[src/hdl/tobb_pkg.sv]
// Shared constants for the third-octave cascaded biquad band-pass core.
package tobb_pkg;

  localparam int SAMPLE_WIDTH_DEF = 24;
  localparam int STATE_WIDTH_DEF  = 48;

  // Coefficients are signed Q2.30.
  localparam int COEF_WIDTH = 32;
  localparam int COEF_FRAC  = 30;

  // Two high-pass biquads followed by two low-pass biquads.
  localparam int NUM_STAGES = 4;
  localparam int STAGE_W    = 2;

  // Configuration register indexes.
  localparam int NUM_REGS  = 6;
  localparam int CFG_IDX_W = 3;
  localparam logic [CFG_IDX_W-1:0] REG_HP_GAIN   = 3'd0;
  localparam logic [CFG_IDX_W-1:0] REG_HP_FB_ONE = 3'd1;
  localparam logic [CFG_IDX_W-1:0] REG_HP_FB_TWO = 3'd2;
  localparam logic [CFG_IDX_W-1:0] REG_LP_GAIN   = 3'd3;
  localparam logic [CFG_IDX_W-1:0] REG_LP_FB_ONE = 3'd4;
  localparam logic [CFG_IDX_W-1:0] REG_LP_FB_TWO = 3'd5;

endpackage

[src/hdl/third_octave_biquad_bandpass_core.sv]
// Eighth-order band-pass: four transposed DF-II biquads on one shared multiplier.
// Each input sample passes through 8 sequencer steps per biquad and one output
// load step before output valid rises.
// A new sample is taken only in the idle step, once the last one has gone to the
// output register; the single shared multiplier sets this.
// A finished sample waits in the output register while the next one is taken.
// Reset (rst_ni low, asynchronous) clears coefficients and all delay state to zero.
module third_octave_biquad_bandpass_core #(
  parameter int SAMPLE_WIDTH = tobb_pkg::SAMPLE_WIDTH_DEF,
  parameter int STATE_WIDTH  = tobb_pkg::STATE_WIDTH_DEF
) (
  input  logic                               clk_i,
  input  logic                               rst_ni,
  input  logic                               cfg_valid_i,
  output logic                               cfg_ready_o,
  input  logic [tobb_pkg::CFG_IDX_W-1:0]     cfg_index_i,
  input  logic [tobb_pkg::COEF_WIDTH-1:0]    cfg_data_i,
  input  logic                               in_valid_i,
  output logic                               in_ready_o,
  input  logic signed [SAMPLE_WIDTH-1:0]     sample_in_i,
  output logic                               out_valid_o,
  input  logic                               out_ready_i,
  output logic signed [SAMPLE_WIDTH-1:0]     sample_out_o
);
  import tobb_pkg::*;

  localparam int PROD_W     = COEF_WIDTH + SAMPLE_WIDTH;
  localparam int STATE_FRAC = STATE_WIDTH - 4;
  localparam int PROD_SHIFT = COEF_FRAC + (SAMPLE_WIDTH - 1) - STATE_FRAC;
  localparam int SHIFT_R    = (PROD_SHIFT >= 0) ? PROD_SHIFT : 0;
  localparam int SHIFT_L    = (PROD_SHIFT >= 0) ? 0 : -PROD_SHIFT;
  localparam int OUT_SHIFT  = STATE_FRAC - (SAMPLE_WIDTH - 1);
  localparam int QW         = STATE_WIDTH - OUT_SHIFT;
  localparam int EXT_W      = QW - SAMPLE_WIDTH + 2;

  localparam logic signed [QW:0] SAT_MAX = {{EXT_W{1'b0}}, {(SAMPLE_WIDTH-1){1'b1}}};
  localparam logic signed [QW:0] SAT_MIN = {{EXT_W{1'b1}}, {(SAMPLE_WIDTH-1){1'b0}}};

  // Sequencer steps; each biquad runs ST_MB through ST_S2.
  localparam logic [3:0] ST_IDLE = 4'd0;
  localparam logic [3:0] ST_MB   = 4'd1;  // b0 * x
  localparam logic [3:0] ST_TT   = 4'd2;  // scale to state format
  localparam logic [3:0] ST_YF   = 4'd3;  // t + first delay, middle term
  localparam logic [3:0] ST_YY   = 4'd4;  // round and saturate
  localparam logic [3:0] ST_M1   = 4'd5;  // a1 * y
  localparam logic [3:0] ST_S1   = 4'd6;  // mid - a1*y
  localparam logic [3:0] ST_M2   = 4'd7;  // a2 * y, first delay update
  localparam logic [3:0] ST_S2   = 4'd8;  // second delay update
  localparam logic [3:0] ST_FIN  = 4'd9;  // hand sample to output register

  logic [3:0]         state_q, state_d;
  logic [STAGE_W-1:0] stage_q;

  logic signed [COEF_WIDTH-1:0] hp_gain_q, hp_fb_one_q, hp_fb_two_q;
  logic signed [COEF_WIDTH-1:0] lp_gain_q, lp_fb_one_q, lp_fb_two_q;

  logic signed [STATE_WIDTH-1:0] first_delay_q  [NUM_STAGES];
  logic signed [STATE_WIDTH-1:0] second_delay_q [NUM_STAGES];

  logic signed [SAMPLE_WIDTH-1:0] x_q;
  logic signed [PROD_W-1:0]       prod_q;
  logic signed [STATE_WIDTH-1:0]  t_q, yf_q, mid_q, acc_q;

  logic signed [SAMPLE_WIDTH-1:0] sample_out_q;
  logic                           out_valid_q;

  logic                           is_lowpass;
  logic                           last_stage;
  logic signed [COEF_WIDTH-1:0]   mult_coef;
  logic signed [PROD_W-1:0]       mult_res;
  logic signed [63:0]             prod_ext;
  logic signed [63:0]             prod_shifted;
  logic signed [STATE_WIDTH-1:0]  prod_scaled;
  logic signed [QW-1:0]           q_trunc;
  logic signed [QW:0]             q_rnd;
  logic signed [SAMPLE_WIDTH-1:0] y_sat;

  assign is_lowpass = stage_q[STAGE_W-1];
  assign last_stage = (stage_q == STAGE_W'(NUM_STAGES - 1));

  // Shared multiplier: coefficient chosen by the sequencer step.
  always_comb begin
    case (state_q)
      ST_M1:   mult_coef = is_lowpass ? lp_fb_one_q : hp_fb_one_q;
      ST_M2:   mult_coef = is_lowpass ? lp_fb_two_q : hp_fb_two_q;
      default: mult_coef = is_lowpass ? lp_gain_q : hp_gain_q;
    endcase
  end

  assign mult_res = mult_coef * x_q;

  // Truncate the registered product to the state format.
  assign prod_ext     = 64'(prod_q);
  assign prod_shifted = (prod_ext >>> SHIFT_R) <<< SHIFT_L;
  assign prod_scaled  = prod_shifted[STATE_WIDTH-1:0];

  // Round half up, then saturate to the sample range.
  assign q_trunc = yf_q[STATE_WIDTH-1:OUT_SHIFT];
  assign q_rnd   = (QW+1)'(q_trunc) + $signed({{QW{1'b0}}, yf_q[OUT_SHIFT-1]});

  always_comb begin
    if (q_rnd > SAT_MAX) begin
      y_sat = SAT_MAX[SAMPLE_WIDTH-1:0];
    end else if (q_rnd < SAT_MIN) begin
      y_sat = SAT_MIN[SAMPLE_WIDTH-1:0];
    end else begin
      y_sat = q_rnd[SAMPLE_WIDTH-1:0];
    end
  end

  always_comb begin
    state_d = state_q;
    case (state_q)
      ST_IDLE: if (in_valid_i) state_d = ST_MB;
      ST_MB:   state_d = ST_TT;
      ST_TT:   state_d = ST_YF;
      ST_YF:   state_d = ST_YY;
      ST_YY:   state_d = ST_M1;
      ST_M1:   state_d = ST_S1;
      ST_S1:   state_d = ST_M2;
      ST_M2:   state_d = ST_S2;
      ST_S2:   state_d = last_stage ? ST_FIN : ST_MB;
      ST_FIN:  if (!out_valid_q || out_ready_i) state_d = ST_IDLE;
      default: state_d = ST_IDLE;
    endcase
  end

  always_ff @(posedge clk_i or negedge rst_ni) begin
    if (!rst_ni) begin
      state_q <= ST_IDLE;
      stage_q <= '0;
    end else begin
      state_q <= state_d;
      if (state_q == ST_S2) begin
        stage_q <= last_stage ? '0 : stage_q + 1'b1;
      end
    end
  end

  // Configuration writes; indexes past the list are dropped.
  always_ff @(posedge clk_i or negedge rst_ni) begin
    if (!rst_ni) begin
      hp_gain_q   <= '0;
      hp_fb_one_q <= '0;
      hp_fb_two_q <= '0;
      lp_gain_q   <= '0;
      lp_fb_one_q <= '0;
      lp_fb_two_q <= '0;
    end else if (cfg_valid_i) begin
      case (cfg_index_i)
        REG_HP_GAIN:   hp_gain_q   <= cfg_data_i;
        REG_HP_FB_ONE: hp_fb_one_q <= cfg_data_i;
        REG_HP_FB_TWO: hp_fb_two_q <= cfg_data_i;
        REG_LP_GAIN:   lp_gain_q   <= cfg_data_i;
        REG_LP_FB_ONE: lp_fb_one_q <= cfg_data_i;
        REG_LP_FB_TWO: lp_fb_two_q <= cfg_data_i;
        default: ;
      endcase
    end
  end

  // Delay state of the four biquads.
  always_ff @(posedge clk_i or negedge rst_ni) begin
    if (!rst_ni) begin
      for (int i = 0; i < NUM_STAGES; i++) begin
        first_delay_q[i]  <= '0;
        second_delay_q[i] <= '0;
      end
    end else begin
      if (state_q == ST_M2) begin
        first_delay_q[stage_q] <= acc_q + second_delay_q[stage_q];
      end
      if (state_q == ST_S2) begin
        second_delay_q[stage_q] <= t_q - prod_scaled;
      end
    end
  end

  // Datapath registers.
  always_ff @(posedge clk_i) begin
    case (state_q)
      ST_IDLE: if (in_valid_i) x_q <= sample_in_i;
      ST_MB:   prod_q <= mult_res;
      ST_TT:   t_q <= prod_scaled;
      ST_YF: begin
        yf_q  <= t_q + first_delay_q[stage_q];
        // The high-pass middle tap is negated, the low-pass one is not.
        mid_q <= is_lowpass ? (t_q <<< 1) : -(t_q <<< 1);
      end
      ST_YY:   x_q <= y_sat;
      ST_M1:   prod_q <= mult_res;
      ST_S1:   acc_q <= mid_q - prod_scaled;
      ST_M2:   prod_q <= mult_res;
      default: ;
    endcase
  end

  always_ff @(posedge clk_i or negedge rst_ni) begin
    if (!rst_ni) begin
      out_valid_q <= 1'b0;
    end else if (state_q == ST_FIN && (!out_valid_q || out_ready_i)) begin
      out_valid_q <= 1'b1;
    end else if (out_ready_i) begin
      out_valid_q <= 1'b0;
    end
  end

  always_ff @(posedge clk_i) begin
    if (state_q == ST_FIN && (!out_valid_q || out_ready_i)) begin
      sample_out_q <= x_q;
    end
  end

  assign cfg_ready_o  = 1'b1;
  assign in_ready_o   = (state_q == ST_IDLE);
  assign out_valid_o  = out_valid_q;
  assign sample_out_o = sample_out_q;

endmodule

[config.mk]
export PLATFORM = sky130hd
export DESIGN_NAME = third_octave_biquad_bandpass_core
export DESIGN_NICKNAME = d
export VERILOG_FILES = /design/src/hdl/tobb_pkg.sv /design/src/hdl/third_octave_biquad_bandpass_core.sv
export SDC_FILE = /design/constraint.sdc
export NUM_CORES = 2
export LEC_CHECK = 0
export BUFFER_PORTS_ARGS = -buffer_cell sky130_fd_sc_hd__buf_2
export CAP_MARGIN = 40
export CORE_UTILIZATION = 35
export DETAILED_ROUTE_END_ITERATION = 12
export GPL_TIMING_DRIVEN = 0
export SETUP_SLACK_MARGIN = 0.02
export SLEW_MARGIN = 20
export SYNTH_ARGS = -nofsm -noshare
export SYNTH_HDL_FRONTEND = slang
export SYNTH_SLANG_ARGS = --single-unit
[constraint.sdc]
create_clock -name clk_i -period 24.8 [get_ports clk_i]
set_input_delay 3.72 -clock clk_i [delete_from_list [all_inputs] [get_ports clk_i]]
set_output_delay 3.72 -clock clk_i [all_outputs]
set_load 0.005 [all_outputs]
After elaboration in Yosys (flattened, before gate mapping). Index checks and enable logic that the tools add are counted.

Bits in registers: 878. Word-level logic and storage cells: 98.

Add/sub/neg operators: 7. $mul: 1. $lt $le $gt $ge: 4. Eq/ne operators: 17. Multiplexer cells: 26. Bitwise operators: 1. Reductions and logical operators: 17.

Operators by type and width (count): bitwise mux 192 bit (2); two-way mux 48 bit (6); binary-select mux 48 bit (select 2 bit) (2); demux 48 bit (select 2 bit) (1); two-way mux 32 bit (3); two-way mux 24 bit (3); one-hot mux 32 bit (2 select lines) (1); multiplier 32 x 24 -> 56 bit (1); adder 47 x 48 -> 48 bit (1); adder 48 bit (1); negation 48 bit (1); one-hot mux 24 bit (2 select lines) (1); subtractor 47 x 47 -> 48 bit (1); subtractor 48 x 47 -> 48 bit (1); one-hot mux 4 bit (10 select lines) (1); adder 27 x 2 -> 28 bit (1); > comparator 28 x 24 -> 1 bit (second input constant) (1); < comparator 28 x 24 -> 1 bit (second input constant) (1); equality test 4 x 3 -> 1 bit (second input constant) (4); AND reduction 2 bit (8); two-way mux 4 bit (3); equality test 4 x 2 -> 1 bit (second input constant) (2); equality test 4 bit (second input constant) (2); equality test 3 x 2 -> 1 bit (second input constant) (2); other kinds (19) (23).

Logic depth before layout (Yosys ltp).
Word-level depth: 6. Gate-level depth with buffers: 36. Depth with buffers taken out: 30.

Least setup slack after synthesis. No wires, ideal clock.

Path type: reg2reg. Start: reg stage_q[1]. End: reg prod_q[54] (data pin). Library setup time: 0.261 ns. Arrival: 8.627 ns. Required time: 24.539 ns. Slack: 15.912 ns. Stages on the path, launching flop included: 28. Buffers on the path: 8. Path through: dfrtp_1 > buf_6 > buf_2 > buf_2 > buf_4 > buf_2 > buf_2 > mux2i_1 > a21oi_1 > clkbuf_1 > and2_1 > fa_1 > fa_1 > inv_1 > fa_1 > inv_1 > fa_1 > fa_1 > fa_1 > fa_1 > ha_1 > clkbuf_1 > and3_1 > nand2_1 > or4_1 > o21ai_0 > mux2i_1 > a311o_1.

Cells in the longest elaborated chain, start to end: 3. Elaborated cells on any way between the ends: 5. Those cells by class: mul: 1; mux: 4.

Ends and longest elaborated chain: start, declared (line third_octave_biquad_bandpass_core.sv:52) `logic [STAGE_W-1:0] stage_q;`; start signal, assigned (line third_octave_biquad_bandpass_core.sv:135) `stage_q <= last_stage ? '0 : stage_q + 1'b1;`; two-way mux 32 bit (on tied branches) (line third_octave_biquad_bandpass_core.sv:86, third_octave_biquad_bandpass_core.sv:84, third_octave_biquad_bandpass_core.sv:85); one-hot mux 32 bit (2 select lines) (*) (line third_octave_biquad_bandpass_core.sv:83) `case (state_q)`; multiplier 32 x 24 -> 56 bit (*) (line third_octave_biquad_bandpass_core.sv:90) `assign mult_res = mult_coef * x_q;`; net mult_res[54] (line third_octave_biquad_bandpass_core.sv:70) `logic signed [PROD_W-1:0] mult_res;`; end signal, assigned (line third_octave_biquad_bandpass_core.sv:183) `ST_MB: prod_q <= mult_res;`; end signal, assigned (line third_octave_biquad_bandpass_core.sv:191) `ST_M1: prod_q <= mult_res;`; end signal, assigned (line third_octave_biquad_bandpass_core.sv:193) `ST_M2: prod_q <= mult_res;`; end, declared (line third_octave_biquad_bandpass_core.sv:61) `logic signed [PROD_W-1:0] prod_q;`.

The timed path passes the listed nets; every way through them passes the cells marked *. A chain may end at the register's enable or synchronous reset.

Final worst setup path. Same ends and word-level chain as after synthesis.

==> results.py <==
metrics = {
    "grt": {
        "grt_pass1_wl_mm": 337,
        "grt_overflow": 0,
        "grt_usage": 0.219,
        "grt_max_degree": 101,
        "antenna_found_initial": 13,
        "grt_pass1_vias": 53400,
    },
    "sta": {
        "finClkSkew_ps": 61.4,
        "setup_viol": 0,
        "max_clock_freq_mhz": 86.8,
        "slew_violations": 0,
        "setup_tns_ps": 0,
        "hold_slack_ps": 448,
        "slew_headroom": 0.370,
        "worstMarginPinSlew_ps": 945,
        "period_needed_ps": 11520,
        "period_share": 0.464,
        "rsz0062_at_grt": "no",
        "hold_viol_final": 0,
    },
    "logic_synthesis": {
        "async_flop_share": 0.688,
        "syn_nets": 7880,
        "avgSynthCellArea_um2": 10.6,
        "ys_dominant_reg_cell": "dfrtp_1",
        "synth_area_um2": 71200,
        "synth-edff-count": 265,
        "yosys_register_bits": 848,
        "synth-seq-area-share": 0.317,
        "synth_cells": 6692,
        "synth.distinct_cells": 81,
        "ys_warn_count": 0,
    },
    "die": {
        "dieArea_um2": 205000,
        "ioPinCount": 91,
        "die_h_um": 453,
        "core_area_um2": 202000,
        "die_x_um": 453,
        "start_util": 0.352,
        "row_count": 165,
    },
    "detailed_routing": {
        "dr.pass1.iters": 8,
        "detail_route.vias_per_cell": 5.22,
        "ant_nets": 0,
        "wl_mm": 224,
        "wl_per_cell_um": 23.0,
        "drc": 0,
        "drtIter0Drc": 3632,
        "num_vias": 50700,
    },
    "critical_path": {
        "r2r_cells": 27,
        "cp_common_cell": "fa_1",
        "crit_arrival_ps": 11990,
        "crit_slowest_cell": "fa_1",
        "cp.depth": 27,
        "path_buf_inv": 10,
        "path_max_fanout": 10,
        "critPathKind": "reg -> reg",
        "cpPeakStageDelay_ps": 790,
        "critPathRequiredTime_ps": 25270,
        "cp-start-kind": "flop",
        "critPathTopFamily": "adder cells",
        "cp-end-kind": "flop",
    },
    "cells_and_area": {
        "layout-drive-gt1-share": 0.130,
        "layout_commonest_cell": "nand2_1",
        "multi_input_area_um2": 44200,
        "area_growth_pct": 11.5,
        "fillerInstances": 19500,
        "layout_common_cells": "nand2_1 (877), inv_1 (872), fa_1 (785)",
        "fin_nets": 8148,
        "register_area_um2": 22500,
    },
    "clock_network": {
        "cts_buffers": 95,
        "clk_pin_slew_worst_paths_ps": 60,
        "h-tree-depth": 3,
        "cts_tree": "built",
        "clkSinkCount": 848,
        "clock_path_buffers": 3,
        "root_buffer": "clkbuf_16",
        "cts_resized": 0,
        "hold_buffers": 0,
        "clkLatencyLatePin_ps": 760,
        "post_cts_buffers": 0,
    },
    "hold_path": {
        "min_path_type": "reg -> reg",
        "hold_depth": 0,
    },
    "placement": {
        "hpwl_mm": 182,
        "gp_congestion": 0.937,
        "io_buffers": 88,
    },
    "status": {
        "status": "finished clean",
    },
    "job": {
        "cap_violations": 0,
    },
}
==> per-stage QoR <==
step                      instances  worst slack, ps   util  cell area (µm²)
final                          9722            13280  0.392            79300
after global routing           9711            12780  0.392            79300
after CTS                      9698            13290  0.392            79200
after detailed placement       9525            13360  0.376            75900
after global placement         9452             8050  0.371            74900
after floorplan                6692            15910      -            71200
==> worst paths after layout <==
path / start / endpoint / slack [ps]
max in group asynchronous: rst_ni / second_delay_q[187]$_DFFE_PN0P_ / 20280
worst min-delay path: prod_q[29]$_DFFE_PP_ / t_q[20]$_DFFE_PP_ / 450
min in group asynchronous: rst_ni / second_delay_q[104]$_DFFE_PN0P_ / 2890
worst max register to register: stage_q[1]$_DFFE_PN0P_ / prod_q[54]$_DFFE_PP_ / 13280
worst max-delay path: stage_q[1]$_DFFE_PN0P_ / prod_q[54]$_DFFE_PP_ / 13280
worst min register to register: prod_q[29]$_DFFE_PP_ / t_q[20]$_DFFE_PP_ / 450
==> cells in the mapped netlist (37+ instances only) <==
| cell type | n | area (µm²) |
|---|---|---|
| nand3_1 | 52 | 260 |
| xnor2_1 | 160 | 1400 |
| and2_1 | 378 | 2360 |
| xor2_1 | 111 | 972 |
| o211ai_1 | 44 | 330 |
| mux4_2 | 127 | 2860 |
| edfxtp_1 | 265 | 7960 |
| mux2i_1 | 39 | 390 |
| dfrtp_1 | 583 | 14600 |
| nor2_1 | 230 | 863 |
| nor3_1 | 57 | 285 |
| a21o_1 | 131 | 983 |
| nand4_1 | 37 | 231 |
| inv_1 | 872 | 3270 |
| fa_1 | 785 | 15700 |
| mux2_2 | 394 | 4440 |
| a21oi_1 | 271 | 1360 |
| clkbuf_1 | 277 | 1040 |
| nand2_1 | 877 | 3290 |
| ha_1 | 339 | 4240 |
| o21ai_0 | 203 | 1020 |
| o21a_1 | 61 | 458 |
| nor2b_1 | 38 | 238 |
==> state kept, by name, summed over array words and instances (netlist names) <==
| register | count |
|---|---|
| prod_q | 47 |
| lp_fb_one_q | 32 |
| x_q | 24 |
| lp_fb_two_q | 32 |
| yf_q | 28 |
| lp_gain_q | 32 |
| hp_fb_one_q | 32 |
| sample_out_o | 24 |
| out_valid_o | 1 |
| stage_q | 2 |
| state_q | 4 |
| second_delay_q | 192 |
| mid_q | 47 |
| acc_q | 48 |
| hp_fb_two_q | 32 |
| t_q | 47 |
| hp_gain_q | 32 |
| first_delay_q | 192 |
==> metal layers <==
layer | vias up | wire length (µm) | share of wire | GRT usage
li1 | 22600 | - | - | -
met1 | 26100 | 91900 | 0.41 | 0.279
met2 | 1649 | 108000 | 0.48 | 0.372
met3 | 415 | 13100 | 0.059 | 0.0301
met4 | 6 | 10300 | 0.046 | 0.0940
met5 | - | 34 | 0.00015 | 0
==> cell type report <==
type,count,share of cell area
plain buffers,317,0.0154
clock inverters,48,0.00686
clock buffers,125,0.0338
diodes,14,0.000442
well taps,2672,0.0422
multi-input cells,4654,0.557
flip-flops and latches,848,0.284
inverters,873,0.0413
repair buffers,171,0.0185
==> worst register-to-register path, delay by kind of cell (launching register included) <==
family                   cells  cell delay, ps
AND/OR/NAND/NOR              4            1230
AO/OA/AOI/OAI                3            1100
adder cells (fa/ha/maj)      8            4280
buffers and inverters       10            3970
multiplexers                 2             250
flip-flops                   1             400
==> cells by family (layout without fill, tap and decap cells) <==
group | count (synthesis) | count (layout) | share of synthesized area
other | 1 | 15 | 0.0000527
buffers and inverters | 1190 | 1534 | 0.0632
muxes | 561 | 561 | 0.108
DFF | 848 | 848 | 0.317
adders and majority gates | 1124 | 1124 | 0.280
xor gates and xnor gates | 271 | 271 | 0.0334
AOI/OAI and AO/OA | 894 | 894 | 0.0790
and+or+nand+nor | 1803 | 1803 | 0.119
Power is not shown: default switching activity piles up to over one toggle a cycle in this logic, so the estimate is an artifact.
